$ cat src/hw/rtl/dtp_pkg.sv
// Shared constants, tables and types for the decimal text parser.
// Used by the divider, the sequencer and the top level; depends on nothing.
package dtp_pkg;

  // Number format of the results.
  localparam int FRAC_BITS       = 16;
  localparam int MAX_FRAC_DIGITS = 5;
  localparam int INT_BITS        = 31;

  // Field widths of the two channels.
  localparam int CHAR_W = 8;
  localparam int TYPE_W = 2;
  localparam int COMP_W = 2;
  localparam int VAL_W  = 48;
  localparam int CNT_W  = 16;

  // Decimal mantissa and the dividend that the conversion builds from it.
  localparam int ACC_W = 48;
  localparam int NUM_W = ACC_W + FRAC_BITS;

  // Fraction digit counter; the divisor tables below have eight rows.
  localparam int FD_W = 3;

  // Divisors for each count of kept fraction digits, plain and for colour.
  localparam longint POW10_TAB [8] = '{
    64'd1, 64'd10, 64'd100, 64'd1000, 64'd10000, 64'd100000, 64'd1000000, 64'd10000000
  };
  localparam longint COLOUR_TAB [8] = '{
    64'd255, 64'd2550, 64'd25500, 64'd255000, 64'd2550000, 64'd25500000,
    64'd255000000, 64'd2550000000
  };
  localparam int DIV_W = $clog2(COLOUR_TAB[MAX_FRAC_DIGITS] + 1);

  // Saturation limits.
  localparam logic [ACC_W-1:0] INT_LIM = ACC_W'((64'd1 << INT_BITS) - 64'd1);
  localparam logic [VAL_W-1:0] VAL_MAX = {1'b0, {(VAL_W-1){1'b1}}};
  localparam logic [COMP_W-1:0] LAST_COMP = COMP_W'(2);

  // Characters with a meaning of their own.
  localparam logic [CHAR_W-1:0] CH_NUL   = 8'd0;
  localparam logic [CHAR_W-1:0] CH_SPACE = 8'd32;
  localparam logic [CHAR_W-1:0] CH_COMMA = 8'd44;
  localparam logic [CHAR_W-1:0] CH_MINUS = 8'd45;
  localparam logic [CHAR_W-1:0] CH_DOT   = 8'd46;
  localparam logic [CHAR_W-1:0] CH_ZERO  = 8'd48;
  localparam logic [CHAR_W-1:0] CH_NINE  = 8'd57;

  // Field kinds selected when a field starts.
  localparam logic [TYPE_W-1:0] MODE_COORD  = 2'd0;
  localparam logic [TYPE_W-1:0] MODE_COLOUR = 2'd1;
  localparam logic [TYPE_W-1:0] MODE_FLAG   = 2'd2;

  // One result beat as it leaves the sequencer.
  typedef struct packed {
    logic [COMP_W-1:0] component;
    logic [VAL_W-1:0]  value;
    logic              last;
    logic [CNT_W-1:0]  used_count;
  } res_t;

endpackage

$ cat src/hw/rtl/dtp_divider.sv
// Iterative restoring divider that turns a decimal mantissa into fixed point.
// Depends on dtp_pkg; one quotient bit per cycle.
module dtp_divider (
  input  logic                       clk,
  input  logic                       rst,
  input  logic                       start,
  input  logic [dtp_pkg::ACC_W-1:0]  acc,
  input  logic [dtp_pkg::DIV_W-1:0]  den,
  output logic                       done,
  output logic [dtp_pkg::NUM_W-1:0]  quotient
);
  import dtp_pkg::*;

  localparam int STEP_W = $clog2(NUM_W);

  logic              busy;
  logic              done_r;
  logic [STEP_W-1:0] step;
  logic [DIV_W-1:0]  den_r;
  logic [DIV_W-1:0]  rem;
  logic [NUM_W-1:0]  qn;
  logic [DIV_W:0]    trial;
  logic [DIV_W:0]    diff;
  logic              fits;

  // One restoring step: shift in the next dividend bit and try to subtract.
  assign trial = {rem, qn[NUM_W-1]};
  assign diff  = trial - {1'b0, den_r};
  assign fits  = (trial >= {1'b0, den_r});

  // Control: run for one step per dividend bit, then flag the result.
  always_ff @(posedge clk) begin
    if (rst) begin
      busy   <= 1'b0;
      done_r <= 1'b0;
    end else begin
      done_r <= 1'b0;
      if (start) begin
        busy <= 1'b1;
      end else if (busy && step == STEP_W'(NUM_W - 1)) begin
        busy   <= 1'b0;
        done_r <= 1'b1;
      end
    end
  end

  // Datapath: the dividend is mantissa times 2^FRAC_BITS plus half the
  // divisor, which rounds to nearest; quotient bits replace it from the right.
  always_ff @(posedge clk) begin
    if (start) begin
      step  <= '0;
      rem   <= '0;
      den_r <= den;
      qn    <= {acc, {FRAC_BITS{1'b0}}} + NUM_W'(den >> 1);
    end else if (busy) begin
      step <= step + 1'b1;
      qn   <= {qn[NUM_W-2:0], fits};
      rem  <= fits ? diff[DIV_W-1:0] : trial[DIV_W-1:0];
    end
  end

  assign done     = done_r;
  assign quotient = qn;

endmodule

$ cat src/hw/rtl/dtp_sequencer.sv
// Parse sequencer: holds field state, walks one parse step per cycle unless
// stalled; drives the shared divider, hands out result beats; uses dtp_pkg.
module dtp_sequencer (
  input  logic                        clk,
  input  logic                        rst,
  input  logic                        accept,
  input  logic [dtp_pkg::CHAR_W-1:0]  char_code,
  input  logic                        start_req,
  input  logic [dtp_pkg::TYPE_W-1:0]  req_type,
  output logic                        busy,
  output logic                        div_start,
  output logic [dtp_pkg::ACC_W-1:0]   div_acc,
  output logic [dtp_pkg::DIV_W-1:0]   div_den,
  input  logic                        div_done,
  input  logic [dtp_pkg::NUM_W-1:0]   div_quotient,
  output logic                        emit_valid,
  output dtp_pkg::res_t               emit_res,
  input  logic                        emit_take
);
  import dtp_pkg::*;

  typedef enum logic [3:0] {
    SEQ_IDLE = 4'b0001,
    SEQ_STEP = 4'b0010,
    SEQ_DIV  = 4'b0100,
    SEQ_EMIT = 4'b1000
  } seq_t;

  typedef enum logic [6:0] {
    PH_IDLE  = 7'b0000001,
    PH_PRE   = 7'b0000010,
    PH_LEAD  = 7'b0000100,
    PH_SPACE = 7'b0001000,
    PH_INT   = 7'b0010000,
    PH_FRAC  = 7'b0100000,
    PH_FLAG  = 7'b1000000
  } phase_t;

  seq_t               seq, seq_next;
  phase_t             phase, phase_next;
  logic               negative, negative_next;
  logic [ACC_W-1:0]   acc, acc_next;
  logic [FD_W-1:0]    fd, fd_next;
  logic [COMP_W-1:0]  comp, comp_next;
  logic [TYPE_W-1:0]  mode, mode_next;
  logic [CNT_W-1:0]   consumed, consumed_next;
  logic [CHAR_W-1:0]  ch, ch_next;
  logic [VAL_W-1:0]   res_value, res_value_next;
  logic               count_en;
  logic               is_digit;
  logic [ACC_W-1:0]   mul10;
  logic [VAL_W-1:0]   mag;

  // Character classes and the next decimal mantissa (times ten plus digit).
  assign is_digit = (ch >= CH_ZERO) && (ch <= CH_NINE);
  assign mul10    = (acc << 3) + (acc << 1) + ACC_W'(ch[3:0]);

  // Divisor for the digits kept so far, from the constant tables.
  assign div_acc = acc;
  assign div_den = (mode == MODE_COLOUR) ? DIV_W'(COLOUR_TAB[fd]) : DIV_W'(POW10_TAB[fd]);

  // Saturate the quotient to the positive range of the result.
  assign mag = (|div_quotient[NUM_W-1:VAL_W-1]) ? VAL_MAX
             : {1'b0, div_quotient[VAL_W-2:0]};

  // Next state of the sequencer and of the field.
  always_comb begin
    seq_next       = seq;
    phase_next     = phase;
    negative_next  = negative;
    acc_next       = acc;
    fd_next        = fd;
    comp_next      = comp;
    mode_next      = mode;
    consumed_next  = consumed;
    ch_next        = ch;
    res_value_next = res_value;
    count_en       = 1'b0;
    div_start      = 1'b0;

    unique case (seq)
      SEQ_IDLE: begin
        if (accept) begin
          ch_next  = char_code;
          seq_next = SEQ_STEP;
          if (start_req) begin
            mode_next     = req_type;
            negative_next = 1'b0;
            acc_next      = '0;
            fd_next       = '0;
            comp_next     = '0;
            consumed_next = '0;
            priority if (req_type == MODE_COORD || req_type == MODE_COLOUR) begin
              phase_next = PH_PRE;
            end else if (req_type == MODE_FLAG) begin
              phase_next = PH_FLAG;
            end else begin
              phase_next = PH_IDLE;
            end
          end
        end
      end

      SEQ_STEP: begin
        unique case (phase)
          PH_FLAG: begin
            if (ch == CH_SPACE) begin
              count_en = 1'b1;
              seq_next = SEQ_IDLE;
            end else begin
              count_en       = (ch != CH_NUL);
              res_value_next = VAL_W'(ch) - VAL_W'(CH_ZERO);
              seq_next       = SEQ_EMIT;
            end
          end
          PH_PRE: begin
            if (ch == CH_SPACE) begin
              count_en = 1'b1;
              seq_next = SEQ_IDLE;
            end else begin
              phase_next = PH_LEAD;
            end
          end
          PH_LEAD: begin
            phase_next = PH_SPACE;
            if (ch == CH_COMMA) begin
              count_en = 1'b1;
              seq_next = SEQ_IDLE;
            end
          end
          PH_SPACE: begin
            priority if (ch == CH_SPACE) begin
              count_en = 1'b1;
              seq_next = SEQ_IDLE;
            end else if (ch == CH_MINUS) begin
              negative_next = 1'b1;
              phase_next    = PH_INT;
              count_en      = 1'b1;
              seq_next      = SEQ_IDLE;
            end else if (is_digit) begin
              phase_next = PH_INT;
            end else if (ch == CH_DOT) begin
              phase_next = PH_FRAC;
              count_en   = 1'b1;
              seq_next   = SEQ_IDLE;
            end else begin
              // No digits at all: the number closes as zero.
              phase_next = PH_FRAC;
            end
          end
          PH_INT: begin
            priority if (is_digit) begin
              acc_next = (mul10 > INT_LIM) ? INT_LIM : mul10;
              count_en = 1'b1;
              seq_next = SEQ_IDLE;
            end else if (ch == CH_DOT) begin
              phase_next = PH_FRAC;
              count_en   = 1'b1;
              seq_next   = SEQ_IDLE;
            end else begin
              phase_next = PH_FRAC;
            end
          end
          PH_FRAC: begin
            if (is_digit) begin
              // Digits beyond the kept precision are counted and dropped.
              if (fd < FD_W'(MAX_FRAC_DIGITS)) begin
                acc_next = mul10;
                fd_next  = fd + 1'b1;
              end
              count_en = 1'b1;
              seq_next = SEQ_IDLE;
            end else begin
              div_start = 1'b1;
              seq_next  = SEQ_DIV;
            end
          end
          PH_IDLE: begin
            seq_next = SEQ_IDLE;
          end
          default: begin
            phase_next = PH_IDLE;
            seq_next   = SEQ_IDLE;
          end
        endcase
      end

      SEQ_DIV: begin
        if (div_done) begin
          res_value_next = negative ? (VAL_W'(0) - mag) : mag;
          seq_next       = SEQ_EMIT;
        end
      end

      SEQ_EMIT: begin
        if (emit_take) begin
          if (phase == PH_FLAG) begin
            phase_next = PH_IDLE;
            seq_next   = SEQ_IDLE;
          end else begin
            // The held character is looked at again for the next component.
            negative_next = 1'b0;
            acc_next      = '0;
            fd_next       = '0;
            if (comp >= LAST_COMP) begin
              phase_next = PH_IDLE;
              seq_next   = SEQ_IDLE;
            end else begin
              comp_next  = comp + 1'b1;
              phase_next = PH_LEAD;
              seq_next   = SEQ_STEP;
            end
          end
        end
      end

      default: begin
        seq_next = SEQ_IDLE;
      end
    endcase

    // The character count saturates at its full scale.
    if (count_en && consumed != {CNT_W{1'b1}}) begin
      consumed_next = consumed + 1'b1;
    end
  end

  // Field state and sequencer registers.
  always_ff @(posedge clk) begin
    if (rst) begin
      seq      <= SEQ_IDLE;
      phase    <= PH_IDLE;
      negative <= 1'b0;
      acc      <= '0;
      fd       <= '0;
      comp     <= '0;
      mode     <= '0;
      consumed <= '0;
    end else begin
      seq      <= seq_next;
      phase    <= phase_next;
      negative <= negative_next;
      acc      <= acc_next;
      fd       <= fd_next;
      comp     <= comp_next;
      mode     <= mode_next;
      consumed <= consumed_next;
    end
  end

  // Held character and pending result value.
  always_ff @(posedge clk) begin
    ch        <= ch_next;
    res_value <= res_value_next;
  end

  // Result beat offered to the output register.
  assign busy                = (seq != SEQ_IDLE);
  assign emit_valid          = (seq == SEQ_EMIT);
  assign emit_res.component  = comp;
  assign emit_res.value      = res_value;
  assign emit_res.last       = (phase == PH_FLAG) || (comp >= LAST_COMP);
  assign emit_res.used_count = consumed;

endmodule

$ cat src/hw/rtl/decimal_triple_text_parser_core.sv
// Top level of the decimal text parser: character channel, result register.
// Depends on dtp_pkg, dtp_divider and dtp_sequencer.
//
// Characters arrive one beat at a time and the block holds char_stall high
// while it works on one. A character is accepted and then takes one parse
// step per cycle, one to four steps, before the next beat can enter. Each
// number that a character closes then takes these steps: one step loads the
// shared restoring divider, which produces one quotient bit per cycle over
// the 64-bit dividend and then flags the quotient, and the result is handed
// to the output register once that register is free. A second or third
// number closed by the same character first repeats the separator and sign
// steps. A result that finds the output register still held waits there as
// long as the receiver stalls. Results leave through a registered output
// stage, so a finished beat may wait there while the next character is
// taken. Values are signed with 16 fraction bits, rounded to nearest with
// ties away from zero; colour values are divided by 255, and flags give the
// character minus 48.
module decimal_triple_text_parser_core (
  input  logic                               clk,
  input  logic                               rst,
  input  logic                               char_valid,
  output logic                               char_stall,
  input  logic [dtp_pkg::CHAR_W-1:0]         char_code,
  input  logic                               start_req,
  input  logic [dtp_pkg::TYPE_W-1:0]         req_type,
  output logic                               result_valid,
  input  logic                               result_stall,
  output logic [dtp_pkg::COMP_W-1:0]         component,
  output logic signed [dtp_pkg::VAL_W-1:0]   value,
  output logic                               last,
  output logic [dtp_pkg::CNT_W-1:0]          used_count
);
  import dtp_pkg::*;

  logic              busy;
  logic              accept;
  logic              div_start;
  logic [ACC_W-1:0]  div_acc;
  logic [DIV_W-1:0]  div_den;
  logic              div_done;
  logic [NUM_W-1:0]  div_quotient;
  logic              emit_valid;
  res_t              emit_res;
  logic              emit_take;
  logic              out_free;
  res_t              res_q;

  // Input handshake: a beat enters only while the sequencer is idle.
  assign char_stall = busy;
  assign accept     = char_valid && !busy;

  dtp_sequencer u_seq (
    .clk          (clk),
    .rst          (rst),
    .accept       (accept),
    .char_code    (char_code),
    .start_req    (start_req),
    .req_type     (req_type),
    .busy         (busy),
    .div_start    (div_start),
    .div_acc      (div_acc),
    .div_den      (div_den),
    .div_done     (div_done),
    .div_quotient (div_quotient),
    .emit_valid   (emit_valid),
    .emit_res     (emit_res),
    .emit_take    (emit_take)
  );

  dtp_divider u_div (
    .clk      (clk),
    .rst      (rst),
    .start    (div_start),
    .acc      (div_acc),
    .den      (div_den),
    .done     (div_done),
    .quotient (div_quotient)
  );

  // Output register: loads whenever it is empty or being drained.
  assign out_free  = !result_valid || !result_stall;
  assign emit_take = emit_valid && out_free;

  always_ff @(posedge clk) begin
    if (rst) begin
      result_valid <= 1'b0;
    end else if (out_free) begin
      result_valid <= emit_valid;
    end
  end

  always_ff @(posedge clk) begin
    if (emit_take) begin
      res_q <= emit_res;
    end
  end

  assign component  = res_q.component;
  assign value      = $signed(res_q.value);
  assign last       = res_q.last;
  assign used_count = res_q.used_count;

endmodule
$ cat config.mk
export PLATFORM = sky130hd
export DESIGN_NAME = decimal_triple_text_parser_core
export DESIGN_NICKNAME = d
export VERILOG_FILES = /design/src/hw/rtl/dtp_pkg.sv /design/src/hw/rtl/dtp_divider.sv /design/src/hw/rtl/dtp_sequencer.sv /design/src/hw/rtl/decimal_triple_text_parser_core.sv
export SDC_FILE = /design/constraint.sdc
export NUM_CORES = 1
export LEC_CHECK = 0
export BUFFER_PORTS_ARGS = -buffer_cell sky130_fd_sc_hd__buf_2
export CORE_ASPECT_RATIO = 1.2
export CORE_MARGIN = 4
export CORE_UTILIZATION = 57
export CTS_CLUSTER_SIZE = 25
export DETAILED_ROUTE_END_ITERATION = 8
export PLACE_DENSITY = 0.83
export SLEW_MARGIN = 20
export SYNTH_ARGS = -nofsm -noshare
export SYNTH_HDL_FRONTEND = slang
export SYNTH_SLANG_ARGS = --single-unit
$ cat constraint.sdc
create_clock -name clk -period 5.95 [get_ports clk]
set_input_delay 0.595 -clock clk [delete_from_list [all_inputs] [get_ports clk]]
set_output_delay 0.595 -clock clk [all_outputs]
set_load 0.02 [all_outputs]
### Word level (Yosys, flattened, before mapping)

Memories as Yosys holds them, arrays and structs flattened.
Cells that the tools add are included.

| word-level totals | value |
|---|---|
| register bits | 329 |
| bits in read-only memories | 1024 |
| bits of input ports | 15 |
| output and inout port bits | 69 |
| word-level logic and storage cells | 217 |
| memories kept | 2 |

| operators by class | value |
|---|---|
| add/sub/neg operators | 10 |
| $lt $le $gt $ge | 7 |
| equal/unequal tests | 45 |
| multiplexer cells | 97 |
| bitwise gates (word level) | 1 |
| reduce and logical (&&, ||, !) cells | 34 |

Memories:

| name | words | bits a word | rd ports | clocked after Yosys merged registers in | wr ports | line | source |
|---|---|---|---|---|---|---|---|
| (no name shown) | 8 | 64 | 1 | 0 | 0 | dtp_sequencer.sv:60 | `assign div_den = (mode == MODE_COLOUR) ? DIV_W'(COLOUR_TAB[fd]) : DIV_W'(POW10_TAB[fd]);` |
| (no name shown) | 8 | 64 | 1 | 0 | 0 | dtp_sequencer.sv:60 |  |

Operators with widths:

| operator | number |
|---|---|
| $mux W48 | 12 |
| $pmux W48 S2 | 2 |
| $mux W25 | 6 |
| $pmux W48 S3 | 1 |
| $mux W64 | 2 |
| $mux W7 | 10 |
| $add A64 B24 Y64 | 1 |
| $mux W16 | 4 |
| $add A48 B4 Y48 | 1 |
| $add A48 B48 Y48 | 1 |
| $gt A48 B31 Y1 const B | 1 |
| $mux W4 | 12 |
| $sub A1 B48 Y48 const A | 1 |
| $mux W47 | 1 |
| $pmux W7 S5 | 1 |
| $eq A8 B6 Y1 const B | 4 |
| $mux W3 | 9 |
| $ge A26 B25 Y1 | 1 |
| $sub A25 B25 Y25 | 1 |
| $pmux W4 S6 | 1 |
| $reduce_and A8 Y1 | 3 |
| $mux W1 | 23 |
| $pmux W7 S3 | 1 |
| $ne A3 B2 Y1 const B | 6 |
| 53 further kinds | 89 |

### Logic depth before layout (Yosys ltp)

| logic depth | value |
|---|---|
| depth after elaboration | 10 |
| gate-level depth with buffers | 19 |
| depth with buffers taken out | 19 |

### Hierarchy

Synthesis repeated with hierarchy kept, for this count alone.

| unflattened totals | value |
|---|---|
| cells, all modules | 2217 |
| area total of the unflattened synthesis | 20579.7 µm² |

Modules (own cells, without submodules):

| module | instances | cells each | area each (µm²) | seq. area each (µm²) |
|---|---|---|---|---|
| dtp_sequencer | 1 | 1415 | 11320.9 | 3343.2 |
| dtp_divider | 1 | 730 | 7204.4 | 3333.2 |
| decimal_triple_text_parser_core | 1 | 72 | 2054.5 | 2031.9 |

### Worst setup path before layout

Ideal clock, no wire load.

| timing path | value |
|---|---|
| path kind | register to register |
| from | register u_seq.seq[0] |
| to | register u_seq.acc[26], in the netlist u_seq.div_acc[26] |
| library setup time | 0.126 ns |
| data arrival time | 5.575 ns |
| required time | 5.824 ns |
| path slack | 0.249 ns |
| cell stages (with the launch flop) | 14 |
| period minus slack after synthesis | 5.701 ns |
| path through | dfxtp_1 clkbuf_1 nor2_1 nand2_1 a21oi_1 nand2b_1 nand3_1 nand4_1 and2_1 clkbuf_1 clkbuf_1 clkbuf_1 a32oi_1 o21ai_1 |

RTL lines:

| item | line | source |
|---|---|---|
| start, declared | dtp_sequencer.sv:39 | `seq_t seq, seq_next;` |
| start signal, assigned | dtp_sequencer.sv:240 | `seq <= seq_next;` |
| $eq A4 B4 Y1 | dtp_sequencer.sv:259 | `assign emit_valid = (seq == SEQ_EMIT);` |
| $logic_and A1 B1 Y1 | decimal_triple_text_parser_core.sv:82 | `assign emit_take = emit_valid && out_free;` |
| named net emit_take | decimal_triple_text_parser_core.sv:44 | `logic emit_take;` |
| $ne A2 B1 Y1 (no line) | - |  |
| $reduce_and A9 Y1 (no line) | - |  |
| end signal, assigned | dtp_sequencer.sv:243 | `acc <= acc_next;` |
| end, declared | dtp_sequencer.sv:42 | `logic [ACC_W-1:0] acc, acc_next;` |

The timed path passes the listed nets, and every way through them passes these cells.
A chain may end at the register's enable or synchronous reset.

### Worst setup path after layout

| timing path | value |
|---|---|
| from | register u_seq.acc[0], in the netlist u_seq.div_acc[0] |
| to | register u_seq.acc[24], in the netlist u_seq.div_acc[24] |

| between the ends | value |
|---|---|
| word-level cells in the longest chain between the ends | 7 |

Ends and longest elaborated chain:

| item | line | source |
|---|---|---|
| $add A48 B48 Y48 * | dtp_sequencer.sv:56 | `assign mul10 = (acc << 3) + (acc << 1) + ACC_W'(ch[3:0]);` |
| $add A48 B4 Y48 * | dtp_sequencer.sv:56 |  |
| $gt A48 B31 Y1 | dtp_sequencer.sv:153 | `acc_next = (mul10 > INT_LIM) ? INT_LIM : mul10;` |
| $mux W48 | dtp_sequencer.sv:153 |  |
| $mux W48 | dtp_sequencer.sv:152 | `priority if (is_digit) begin` |
| $pmux W48 S2 * | dtp_sequencer.sv:105 | `unique case (phase)` |
| $pmux W48 S3 * | dtp_sequencer.sv:81 | `unique case (seq)` |

Every way passes the cells marked *; elsewhere a longest branch is shown, timed or not. The select of a mux whose other input is x is not followed.

==> flow_metrics.env <==
export IMPL_crit_type="flop to flop"
export IMPL_power_mw=5.01
export IMPL_p_leak_nw=8.65
export IMPL_p_int_mw=3.82
export IMPL_core_um2=35200
export IMPL_hold_viol=0
export IMPL_grt_antenna_before_repair=1
export IMPL_drv_cap=0
export IMPL_setup_violations_final=0
export IMPL_ys_seq_area_share_pct=42.5
export IMPL_critPathRequiredTime_ns=6.30
export IMPL_start_util_pct=58.2
export IMPL_tightest_slew_ns=1.07
export IMPL_drc_errors=0
export IMPL_grt_max_degree=77
export IMPL_cts_tree="done"
export IMPL_synth_most_common_cell="nor2_1"
export IMPL_io_pins=84
export IMPL_hold_class="input port to flop"
export IMPL_tns_ns=0
export IMPL_hp_start="char_code[5]"
export IMPL_syn_area_um2=20500
export IMPL_clock_skew_ns=0.0225
export IMPL_power_density_nw_per_um2=224
export IMPL_final_nets=2443
export IMPL_path_cells="inv_1 -> fa_1 -> inv_1 -> ha_1 -> a211oi_1 -> o21ai_1 -> a21o_1 -> a2111oi_0 -> o21bai_1 -> xnor2_1 -> a2111oi_0 -> nand4_1 -> or4b_1 -> o21ai_2 -> buf_4 -> a221oi_1"
export IMPL_ir_drop_mv=0.165
export IMPL_wl_um=54400
export IMPL_numCtsBuffers=34
export IMPL_cts_resized=0
export IMPL_ys_types=78
export IMPL_diodes=0
export IMPL_clock_power_share_pct=41.9
export IMPL_grt_first_pass_wirelength_um=87800
export IMPL_clk_pin_slew_ns=0.06
export IMPL_wl_per_cell_um=19.6
export IMPL_gp_congestion=0.948
export IMPL_ant_nets=0
export IMPL_fmax_mhz=201
export IMPL_min_period_ns=4.97
export IMPL_r2r_cells=16
export IMPL_postCtsHoldBufs=0
export IMPL_cts_sinks=329
export IMPL_grt_overflow=0
export IMPL_synth_top_cell_area_share_pct=31.1
export IMPL_holdPathEnd="u_seq.ch[5]"
export IMPL_yosysTopAreaCell="edfxtp_1"
export IMPL_avgSynthCellArea_um2=9.06
export IMPL_pwr_share_seq_pct=49.9
export IMPL_arrival_ns=5.31
export IMPL_p_sw_share_pct=23.8
export IMPL_dieArea_um2=39100
export IMPL_reg2reg_slack_ns=0.98
export IMPL_rows=75
export IMPL_critPathTopFamily="compound AO/OA/AOI/OAI gates"
export IMPL_reg2reg_from="u_seq.div_acc[0]"
export IMPL_synth_edf_count=212
export IMPL_grt_total_usage_pct=27.0
export IMPL_num_vias=17541
export IMPL_max_slew_margin_pct=28.5
export IMPL_drive_gt1_share_pct=9.05
export IMPL_die_y_um=216
export IMPL_async_flop_share_pct=0
export IMPL_critPathBufInv=3
export IMPL_synth_area_leaders="edfxtp_1, dfxtp_1, ha_1, a21oi_1, nor2_1"
export IMPL_worst_r2r_endpoint="u_seq.div_acc[24]"
export IMPL_routed_via_density=6.33
export IMPL_clk_latency_ns=0.53
export IMPL_comb_power_share_pct=8.3
export IMPL_drv_slew=0
export IMPL_h_tree_depth=2
export IMPL_status="completed"
export IMPL_rsz0062_at_grt="no"
export IMPL_crit_fanout=26
export IMPL_post_cts_buffers=0
export IMPL_cp_slowest_cell="a2111oi_0"
export IMPL_p_sw_mw=1.19
export IMPL_hold_path_cell_count=1
export IMPL_die_w_um=181
export IMPL_synth_ff_type="edfxtp_1"
export IMPL_start_kind="flop"
export IMPL_yosys_warnings=0
export IMPL_synthesis_nets=2418
export IMPL_syn_to_final_growth_pct=9.04
export IMPL_dp_final_hpwl_um=40000
export IMPL_critPathMaxStageDelay_ns=0.58
export IMPL_firstDrtPassIters=7
export IMPL_cts_root_buffer="clkbuf_16"
export IMPL_fin_crit_sh_pct=83.5
export IMPL_worst_setup_path_end_kind="flop"
export IMPL_ys_ff_latch=329
export IMPL_yosys_top_cells_count="nor2_1, edfxtp_1, a21oi_1, nand2_1, o21ai_0"
export IMPL_portBuffers=83
export IMPL_cts_max_path_buffers=3
export IMPL_syn_inst=2261
export IMPL_drt_iter0_markers=1638
export IMPL_grt_pass1_vias=16845
[worst max path at each step]
stage | start | end | slack [ns] | depth (start not counted)
5_1_grt | u_seq.div_acc[0] | u_seq.div_acc[10] | 0.49 | 16
3_5_place_dp | u_seq.div_acc[0] | u_seq.div_acc[24] | 1.03 | 16
4_1_cts | u_seq.div_acc[0] | u_seq.div_acc[24] | 1.01 | 16
6_report | u_seq.div_acc[0] | u_seq.div_acc[24] | 0.98 | 16
2_1_floorplan | u_seq.seq[0] | u_seq.div_acc[26] | 0.25 | 13
3_3_place_gp | u_seq.div_acc[0] | u_seq.div_acc[29] | 1.19 | 16
[logic make-up after synthesis]
kind of cell | after synthesis | share of synthesized area [%]
AOI/OAI and AO/OA | 670 | 20.1
xor gates and xnor gates | 125 | 5.34
and+or+nand+nor | 769 | 17.9
buffers and inverters | 194 | 3.61
DFF | 329 | 42.5
adders and majority gates | 142 | 8.82
muxes | 32 | 1.65
[cells in the final DEF, fill, tap and decap left out, drive strengths merged, types with 22 or more instances in the layout]
| master | n |
|---|---|
| a21o | 31 |
| nand4 | 25 |
| a221oi | 25 |
| nor2b | 22 |
| and3 | 28 |
| nor3 | 60 |
| nor2 | 247 |
| o21ai | 203 |
| buf | 106 |
| ha | 138 |
| inv | 79 |
| a21oi | 210 |
| a211oi | 26 |
| xnor2 | 88 |
| nand2 | 210 |
| dfxtp | 117 |
| or3 | 29 |
| xor2 | 37 |
| edfxtp | 212 |
| clkbuf | 43 |
| nand3 | 37 |
[metrics by stage]
step / worst slack [ns] / std cells / instance area, um2 / utilization [%] / hold slack [ns]
final: 0.984 / 2772 / 22300 / 63.5 / 0.252
after CTS: 1.01 / 2771 / 22300 / 63.4 / 0.239
after global routing: 0.491 / 2772 / 22300 / 63.5 / 0.245
after global placement: 1.19 / 2711 / 21200 / 60.3 / 0.404
after floorplan: 0.249 / 2261 / 20500 / - / 0.400
after detailed placement: 1.03 / 2711 / 21200 / 60.3 / 0.405
[routing by layer]
| metal | global-route usage, % | wire [um] | vias up |
|---|---|---|---|
| li1 | - | - | 8380 |
| met3 | 3.40 | 3450 | 188 |
| met4 | 11.3 | 2650 | 2 |
| met1 | 33.7 | 21300 | 8214 |
| met2 | 47.4 | 26900 | 757 |
| met5 | 0 | 13 | - |
[final cells by class]
type                    count  area, um2
fillers                  2856      12800
multi-input cells        1738      11100
repair buffers            106        592
inverters                  77        289
well taps                 462        578
clock buffers              43        946
clock inverters            17        141
flip-flops and latches    329       8710
[power groups by stage]
| stage | sequential (mW) | clock, mW | combinational [mW] |
|---|---|---|---|
| global route | 2.50 | 2.22 | 0.458 |
| global placement | 2.54 | 0 | 0.383 |
| floorplan | 2.53 | 0 | 0.308 |
| CTS | 2.50 | 2.13 | 0.407 |
| finish | 2.50 | 2.10 | 0.414 |
| detailed placement | 2.54 | 0 | 0.397 |
[flip-flops by register name, indices dropped and copies added, names as in the netlist, 3 cells and up]
name             flops
u_div.quotient      64
u_seq.div_acc       48
u_seq.res_value     48
value               48
u_div.den_r         25
u_div.rem           25
u_seq.consumed      16
used_count          16
u_seq.ch             8
u_seq.phase          7
u_div.step           6
u_seq.seq            4
u_seq.fd             3
(Power assumes the default switching activity.)
